==> src/rtl/lru_key_value_cache_defines.svh <==
// assertion macros for the lru key-value cache
`ifndef LRU_KEY_VALUE_CACHE_DEFINES_SVH
`define LRU_KEY_VALUE_CACHE_DEFINES_SVH

`ifndef SYNTHESIS
`define LKV_ASSERT_ALWAYS(label, expr, msg) \
   label: assert property (@(posedge clock) disable iff (reset) (expr)) else $error(msg);
`define LKV_ASSERT_NEXT(label, ante, cons, msg) \
   label: assert property (@(posedge clock) disable iff (reset) (ante) |=> (cons)) \
      else $error(msg);
`else
`define LKV_ASSERT_ALWAYS(label, expr, msg)
`define LKV_ASSERT_NEXT(label, ante, cons, msg)
`endif

`endif

==> src/rtl/lkv_pkg.sv <==
// types and constants shared by the lru key-value cache
package lkv_pkg;

   localparam int ENTRIES = 16;
   localparam int IDX_W   = (ENTRIES > 1) ? $clog2(ENTRIES) : 1;
   localparam int RANK_W  = IDX_W;
   localparam int CNT_W   = $clog2(ENTRIES + 1);
   localparam int CAP_W   = 5;
   localparam int CMP_W   = (CNT_W > CAP_W) ? CNT_W : CAP_W;
   localparam int DATA_W  = 32;

   localparam logic [CAP_W-1:0]  CAPACITY_RESET = CAP_W'(16);
   localparam logic [DATA_W-1:0] MISS_VALUE     = '1;

   typedef enum logic {
      FUNC_LOOKUP = 1'b0,
      FUNC_STORE  = 1'b1
   } func_type;

   typedef struct packed {
      func_type           func;
      logic signed [31:0] key;
      logic signed [31:0] value;
   } req_type;

   typedef struct packed {
      logic               hit;
      logic signed [31:0] read_value;
   } rsp_type;

   typedef struct packed {
      logic [CNT_W-1:0]   fill_count;
      logic [ENTRIES-1:0] valid_vec;
   } status_type;

endpackage

==> src/rtl/lru_key_value_cache.sv <==
// Fully associative 16-entry key-value cache with least-recently-used
// replacement. A transaction is a lookup or a store; each gives exactly one
// response. One transaction is taken per clock while the response side does
// not stall: it sits in the input register while all keys are compared in
// parallel and the recency ranks are updated, and its response is registered
// as the transaction leaves the input register, so the throughput is
// one transaction per cycle as long as the response side does not stall. The
// capacity register may only be written while no transaction is in flight;
// values of zero act as one and values above sixteen act as sixteen.
`include "lru_key_value_cache_defines.svh"

module lru_key_value_cache (
   input  logic                      clock,
   input  logic                      reset,
   input  logic                      req_valid,
   output logic                      req_stall,
   input  lkv_pkg::req_type          req_payload,
   output logic                      rsp_valid,
   input  logic                      rsp_stall,
   output lkv_pkg::rsp_type          rsp_payload,
   input  logic                      csr_valid,
   output logic                      csr_ready,
   input  logic [lkv_pkg::CAP_W-1:0] csr_data
);

   logic                      in_valid_ff;
   logic                      in_valid_in;
   lkv_pkg::req_type          in_req_ff;
   lkv_pkg::req_type          in_req_in;
   logic                      rsp_valid_ff;
   logic                      rsp_valid_in;
   lkv_pkg::rsp_type          rsp_ff;
   lkv_pkg::rsp_type          rsp_in;
   logic [lkv_pkg::CAP_W-1:0] cap_ff;
   logic [lkv_pkg::CAP_W-1:0] cap_in;
   logic                      out_busy;
   logic                      advance;
   lkv_pkg::rsp_type          result;
   lkv_pkg::status_type       status;

   lkv_store u_store (
      .clock    (clock),
      .reset    (reset),
      .op_en    (advance),
      .op       (in_req_ff),
      .capacity (cap_ff),
      .result   (result),
      .status   (status)
   );

   always_comb begin
      out_busy  = rsp_valid_ff && rsp_stall;
      advance   = in_valid_ff && !out_busy;
      req_stall = in_valid_ff && out_busy;

      in_valid_in = in_valid_ff;
      in_req_in   = in_req_ff;
      if (!req_stall) begin
         in_valid_in = req_valid;
         in_req_in   = req_payload;
      end

      rsp_valid_in = advance || out_busy;
      rsp_in       = advance ? result : rsp_ff;

      cap_in = (csr_valid && csr_ready) ? csr_data : cap_ff;
   end

   always_ff @(posedge clock) begin
      if (reset) begin
         in_valid_ff  <= 1'b0;
         rsp_valid_ff <= 1'b0;
         cap_ff       <= lkv_pkg::CAPACITY_RESET;
      end else begin
         in_valid_ff  <= in_valid_in;
         rsp_valid_ff <= rsp_valid_in;
         cap_ff       <= cap_in;
      end
   end

   always_ff @(posedge clock) begin
      in_req_ff <= in_req_in;
      rsp_ff    <= rsp_in;
   end

   assign csr_ready   = 1'b1;
   assign rsp_valid   = rsp_valid_ff;
   assign rsp_payload = rsp_ff;

   `LKV_ASSERT_NEXT(a_advance_gives_rsp, advance, rsp_valid,
      "advanced transaction lost its response")
   `LKV_ASSERT_ALWAYS(a_fill_matches_valid,
      $countones(status.valid_vec) == status.fill_count,
      "fill count disagrees with valid entries")
   `LKV_ASSERT_ALWAYS(a_fill_steps_by_one,
      (status.fill_count == $past(status.fill_count)) ||
      (status.fill_count == $past(status.fill_count) + 1'b1),
      "fill count moved by more than one")

endmodule

==> src/rtl/lkv_store.sv <==
// entry registers with parallel key match, replacement choice and recency update
module lkv_store (
   input  logic                       clock,
   input  logic                       reset,
   input  logic                       op_en,
   input  lkv_pkg::req_type           op,
   input  logic [lkv_pkg::CAP_W-1:0]  capacity,
   output lkv_pkg::rsp_type           result,
   output lkv_pkg::status_type        status
);

   logic [lkv_pkg::DATA_W-1:0]  key_ff   [lkv_pkg::ENTRIES];
   logic [lkv_pkg::DATA_W-1:0]  key_in   [lkv_pkg::ENTRIES];
   logic [lkv_pkg::DATA_W-1:0]  value_ff [lkv_pkg::ENTRIES];
   logic [lkv_pkg::DATA_W-1:0]  value_in [lkv_pkg::ENTRIES];
   logic [lkv_pkg::RANK_W-1:0]  rank_ff  [lkv_pkg::ENTRIES];
   logic [lkv_pkg::RANK_W-1:0]  rank_in  [lkv_pkg::ENTRIES];
   logic [lkv_pkg::ENTRIES-1:0] valid_ff;
   logic [lkv_pkg::ENTRIES-1:0] valid_in;
   logic [lkv_pkg::CNT_W-1:0]   fill_count_ff;
   logic [lkv_pkg::CNT_W-1:0]   fill_count_in;

   logic [lkv_pkg::ENTRIES-1:0] hit_vec;
   logic [lkv_pkg::ENTRIES-1:0] free_vec;
   logic [lkv_pkg::ENTRIES-1:0] victim_vec;
   logic [lkv_pkg::ENTRIES-1:0] target_vec;
   logic [lkv_pkg::ENTRIES-1:0] invalid_vec;
   logic                        hit;
   logic [lkv_pkg::DATA_W-1:0]  hit_value;
   logic [lkv_pkg::RANK_W-1:0]  hit_rank;
   logic [lkv_pkg::RANK_W-1:0]  oldest_rank;
   logic [lkv_pkg::CMP_W-1:0]   cap_ext;
   logic [lkv_pkg::CMP_W-1:0]   eff_cap;
   logic                        fill;
   logic                        is_store;
   logic                        do_update;

   // match and choose
   always_comb begin
      hit_vec     = '0;
      victim_vec  = '0;
      hit_value   = '0;
      hit_rank    = '0;
      oldest_rank = lkv_pkg::RANK_W'(fill_count_ff - 1'b1);
      for (int i = 0; i < lkv_pkg::ENTRIES; i++) begin
         hit_vec[i]    = valid_ff[i] && (key_ff[i] == op.key);
         victim_vec[i] = valid_ff[i] && (rank_ff[i] == oldest_rank);
         hit_value     = hit_value | (hit_vec[i] ? value_ff[i] : '0);
         hit_rank      = hit_rank | (hit_vec[i] ? rank_ff[i] : '0);
      end
      hit         = |hit_vec;
      invalid_vec = ~valid_ff;
      free_vec    = invalid_vec & (~invalid_vec + 1'b1);

      cap_ext = lkv_pkg::CMP_W'(capacity);
      if (cap_ext == '0) begin
         eff_cap = lkv_pkg::CMP_W'(1);
      end else if (cap_ext > lkv_pkg::CMP_W'(lkv_pkg::ENTRIES)) begin
         eff_cap = lkv_pkg::CMP_W'(lkv_pkg::ENTRIES);
      end else begin
         eff_cap = cap_ext;
      end
      fill = (lkv_pkg::CMP_W'(fill_count_ff) < eff_cap) &&
             (fill_count_ff < lkv_pkg::CNT_W'(lkv_pkg::ENTRIES));

      priority if (hit) begin
         target_vec = hit_vec;
      end else if (fill) begin
         target_vec = free_vec;
      end else begin
         target_vec = victim_vec;
      end

      is_store  = (op.func == lkv_pkg::FUNC_STORE);
      do_update = op_en && (hit || is_store);
   end

   // result
   always_comb begin
      result.hit = hit;
      if (is_store) begin
         result.read_value = op.value;
      end else if (hit) begin
         result.read_value = hit_value;
      end else begin
         result.read_value = lkv_pkg::MISS_VALUE;
      end
   end

   // next state
   always_comb begin
      valid_in      = valid_ff;
      fill_count_in = fill_count_ff;
      for (int i = 0; i < lkv_pkg::ENTRIES; i++) begin
         key_in[i]   = key_ff[i];
         value_in[i] = value_ff[i];
         rank_in[i]  = rank_ff[i];
         if (do_update) begin
            if (target_vec[i]) begin
               rank_in[i] = '0;
            end else if (valid_ff[i] && (!hit || (rank_ff[i] < hit_rank))) begin
               rank_in[i] = rank_ff[i] + 1'b1;
            end
         end
         if (op_en && is_store && target_vec[i]) begin
            value_in[i] = op.value;
            key_in[i]   = op.key;
            if (!hit && fill) begin
               valid_in[i] = 1'b1;
            end
         end
      end
      if (op_en && is_store && !hit && fill) begin
         fill_count_in = fill_count_ff + 1'b1;
      end
   end

   always_ff @(posedge clock) begin
      if (reset) begin
         valid_ff      <= '0;
         fill_count_ff <= '0;
      end else begin
         valid_ff      <= valid_in;
         fill_count_ff <= fill_count_in;
      end
   end

   always_ff @(posedge clock) begin
      key_ff   <= key_in;
      value_ff <= value_in;
      rank_ff  <= rank_in;
   end

   assign status.fill_count = fill_count_ff;
   assign status.valid_vec  = valid_ff;

endmodule

==> config.mk <==
export PLATFORM = sky130hd
export DESIGN_NAME = lru_key_value_cache
export DESIGN_NICKNAME = d
export VERILOG_FILES = /design/src/rtl/lkv_pkg.sv /design/src/rtl/lru_key_value_cache.sv /design/src/rtl/lkv_store.sv
export VERILOG_INCLUDE_DIRS = /design/src /design/src/rtl
export SDC_FILE = /design/constraint.sdc
export NUM_CORES = 2
export LEC_CHECK = 0
export BUFFER_PORTS_ARGS = -buffer_cell sky130_fd_sc_hd__buf_2
export CAP_MARGIN = 20
export CORE_ASPECT_RATIO = 2
export CORE_MARGIN = 8
export CORE_UTILIZATION = 60
export CTS_CLUSTER_DIAMETER = 100
export CTS_CLUSTER_SIZE = 8
export DETAILED_ROUTE_END_ITERATION = 6
export PLACE_DENSITY = 0.77
export REMOVE_ABC_BUFFERS = 1
export SYNTH_ARGS = -nofsm -noshare
export SYNTH_HDL_FRONTEND = slang
export SYNTH_SLANG_ARGS = --single-unit
==> constraint.sdc <==
create_clock -name clock -period 18.9 [get_ports clock]
set_input_delay 3.78 -clock clock [delete_from_list [all_inputs] [get_ports clock]]
set_output_delay 3.78 -clock clock [all_outputs]
set_load 0.02 [all_outputs]
==> results.json <==
{
  "status": "completed",
  "slew_headroom": 0.1884,
  "setup_tns_ns": 0,
  "layout_setup_ws_ns": 10.44,
  "async_reset_ff_frac": 0,
  "crit_path_start_kind": "primary input",
  "dieArea_sq_um": 97800,
  "worstPathArrival_ns": 4.68,
  "fin_crit_sh": 0.4474,
  "rows": 153,
  "mostFrequentLayoutCell": "edfxtp_1",
  "synth_ff_type": "edfxtp_1",
  "synth-seq-cells": 1214,
  "clock_skew_ns": 0.02686,
  "place_hpwl_um": 95500,
  "grt_max_degree": 65,
  "hold_start": "cap_ff[0]",
  "dr.pass1.iters": 5,
  "layout-drive-gt1-share": 0.1200,
  "final_hold_viol_count": 0,
  "syn_area_sq_um": 52510,
  "hp-class": "reg2reg",
  "ios": 111,
  "p_leak_nw": 19.27,
  "r2r_end": "u_store.value_ff[364]",
  "ir_drop_uv": 117.3,
  "vias_per_cell": 6.899,
  "syn_avg_cell_area_sq_um": 14.75,
  "swShare": 0.2128,
  "synth_edf_count": 1186,
  "rr_worst_depth": 12,
  "die_width_um": 225.2,
  "htreeDepth": 4,
  "critPathBufInv": 3,
  "numCtsBuffers": 169,
  "cts_resized": 0,
  "gp_congestion": 1.048,
  "critPathCaptureType": "output port",
  "holdPathStages": 2,
  "setup_viol_count_final": 0,
  "layout_common_cells": "edfxtp_1 (1186), xnor2_1 (388), nand4_1 (206), xor2_1 (183), clkbuf_16 (173)",
  "placed_area_sq_um": 54550,
  "cts_tree": "built",
  "grt_pass1_wl_um": 224900,
  "grt_pass1_vias": 34600,
  "ff2ff_setup_slack_ns": 12.02,
  "pwr-share-seq": 0.508,
  "power.density_nw_per_um2": 100.3,
  "cts-root-buf": "clkbuf_16",
  "wl_per_cell_um": 31.97,
  "whs_endpoint": "cap_ff[0]",
  "core_sq_um": 86910,
  "wl_um": 158100,
  "grtUsageTotal": 0.3190,
  "power.internal_mw": 4.665,
  "cts.sinks": 1214,
  "drc": 0,
  "cp_common_cell": "buf_2",
  "fin_crit_ns": 8.455,
  "grt_overflow": 0,
  "ys.warnings.count": 0,
  "critPathMaxStageDelay_ns": 0.36,
  "clk_latency_ns": 0.76,
  "p_sw_mw": 1.261,
  "tightest_slew_ns": 1.216,
  "die_h_um": 434.4,
  "synthCells": 3559,
  "nFillCells": 5808,
  "finalInstanceArea_sq_um": 59110,
  "required_ns": 15.12,
  "vias": 34120,
  "clockPowerShare": 0.453,
  "critical_path_class": "in2out",
  "fmax_mhz": 118.3,
  "ant_nets": 0,
  "maxCapViolations": 0,
  "dp_slack_ns": 10.44,
  "ys_seq_area_frac": 0.6890,
  "path_delay_family": "buffers and inverters",
  "drt_iter0_drc": 3524,
  "hold_buffers": 0,
  "postCtsSetupBuffers": 0,
  "slowest_stage": "nand3_4",
  "ys_types": 80,
  "start_util": 0.6041,
  "cp_num_cells": 4,
  "portBuffers": 109,
  "cp_cell_sequence": "buf_2, nand3_4, inv_1, buf_2",
  "cp_max_fo": 22,
  "p_comb_frac": 0.039,
  "synthToLayoutAreaGrowth_pct": 12.57,
  "whs_ns": 0.5266,
  "rsz0062_at_grt": "no",
  "r2r_start": "in_req_ff[49]",
  "antenna_found_initial": 5,
  "drv_slew": 0,
  "nets": 3870,
  "path_clk_slew_ns": 0.05,
  "clk_path_buf_depth": 3
}
-- synth_stat cells (7+ instances only) --
cell type / n / area, sq um
a21o_1: 13 / 97.59
ha_1: 38 / 475.5
mux2i_1: 20 / 200.2
nor3b_1: 8 / 60.06
a221oi_1: 134 / 1174
o21ai_0: 30 / 150.1
edfxtp_1: 1186 / 35610
nand2b_1: 74 / 462.9
maj3_1: 12 / 120.1
o21ai_1: 14 / 70.07
nor2_1: 145 / 544.3
a22oi_1: 8 / 60.06
a22o_1: 135 / 1182
xor2_1: 184 / 1612
a41oi_1: 7 / 61.31
and2_1: 16 / 100.1
or4_1: 17 / 127.6
buf_6: 16 / 180.2
a21oi_1: 66 / 330.3
xnor2_1: 389 / 3407
clkbuf_1: 93 / 349.1
nand4b_1: 12 / 105.1
buf_2: 37 / 185.2
o22ai_1: 9 / 56.30
dfxtp_1: 28 / 560.5
nand4_1: 206 / 1289
nor4_1: 78 / 488.0
a41o_1: 8 / 80.08
o2111ai_1: 21 / 183.9
inv_1: 100 / 375.4
and4_1: 22 / 192.7
buf_4: 19 / 142.6
nand2_1: 85 / 319.1
nor3_1: 78 / 390.4
nor2b_1: 27 / 168.9
maj3_2: 7 / 78.83
nor4b_1: 10 / 87.58
nand3_1: 89 / 445.4
and3_1: 32 / 200.2
-- power by group through the flow --
stage,Clock [mW],Combinational [mW],Sequential [mW]
finish,2.69,0.233,3.01
global route,2.79,0.243,3.01
CTS,2.69,0.229,3.01
detailed placement,0,0.227,3.06
global placement,0,0.222,3.06
floorplan,0,0.0986,3.08
-- metrics by stage --
stage | std cells | power [mW] | util
global placement | 4747 | 3.277 | 0.6276
finish | 4946 | 5.926 | 0.6801
global route | 4944 | 6.043 | 0.6800
floorplan | 3388 | 3.183 | -
CTS | 4944 | 5.931 | 0.6800
detailed placement | 4748 | 3.284 | 0.6276
-- how the worst max path moves through the flow --
stage	slack, ns	end	start
final	10.44	req_stall	rsp_stall
after global routing	10.35	req_stall	rsp_stall
after CTS	10.43	req_stall	rsp_stall
after detailed placement	10.44	req_stall	rsp_stall
after global placement	10.46	req_stall	rsp_stall
after floorplan	9.12	req_stall	rsp_stall
-- registers in the layout, summed over array words and instances (netlist names) --
register / cells
cap_ff: 5
in_req_ff: 65
in_valid_ff: 1
rsp_payload: 33
rsp_valid: 1
u_store.fill_count_ff: 5
u_store.key_ff: 512
u_store.rank_ff: 64
u_store.valid_ff: 16
u_store.value_ff: 512
-- area by class of cell --
class | instances | area [sq um] | area share
timing repair buffer | 198 | 1211 | 0.02049
clock buffer | 184 | 4370 | 0.07394
inverter | 100 | 375.4 | 0.006351
antenna | 2 | 5.005 | 0.00008467
sequential | 1214 | 36170 | 0.6120
clock inverter | 12 | 183.9 | 0.003112
tap | 1162 | 1454 | 0.02460
multi-input combinational | 2074 | 15330 | 0.2594
-- tightest hold or removal path: stages (launching register included) --
cell,delay (ns)
dfxtp_1,0.34
mux2i_1,0.08
nor2_1,0.07
-- cell families (layout without fill, tap and decap cells) --
family / Yosys count / count (layout) / synth area share
other: 1 / 3 / 0.00007142
AND/OR/NAND/NOR: 936 / 936 / 0.1019
XOR/XNOR: 574 / 574 / 0.09589
AO/OA/AOI/OAI: 485 / 485 / 0.07240
flip-flops: 1214 / 1214 / 0.6890
multiplexers: 21 / 21 / 0.004027
adder cells (fa/ha/maj): 57 / 57 / 0.01284
buffers and inverters: 271 / 494 / 0.02390
-- per-layer routing --
metal | vias to the layer above | global-route usage | wire (um)
li1 | 14160 | - | -
met1 | 16890 | 0.3375 | 50600
met2 | 2369 | 0.5464 | 78620
met3 | 705 | 0.06703 | 14190
met4 | 4 | 0.2581 | 14670
met5 | - | 0 | 27
Note: power is estimated with default switching activity, not from simulation.
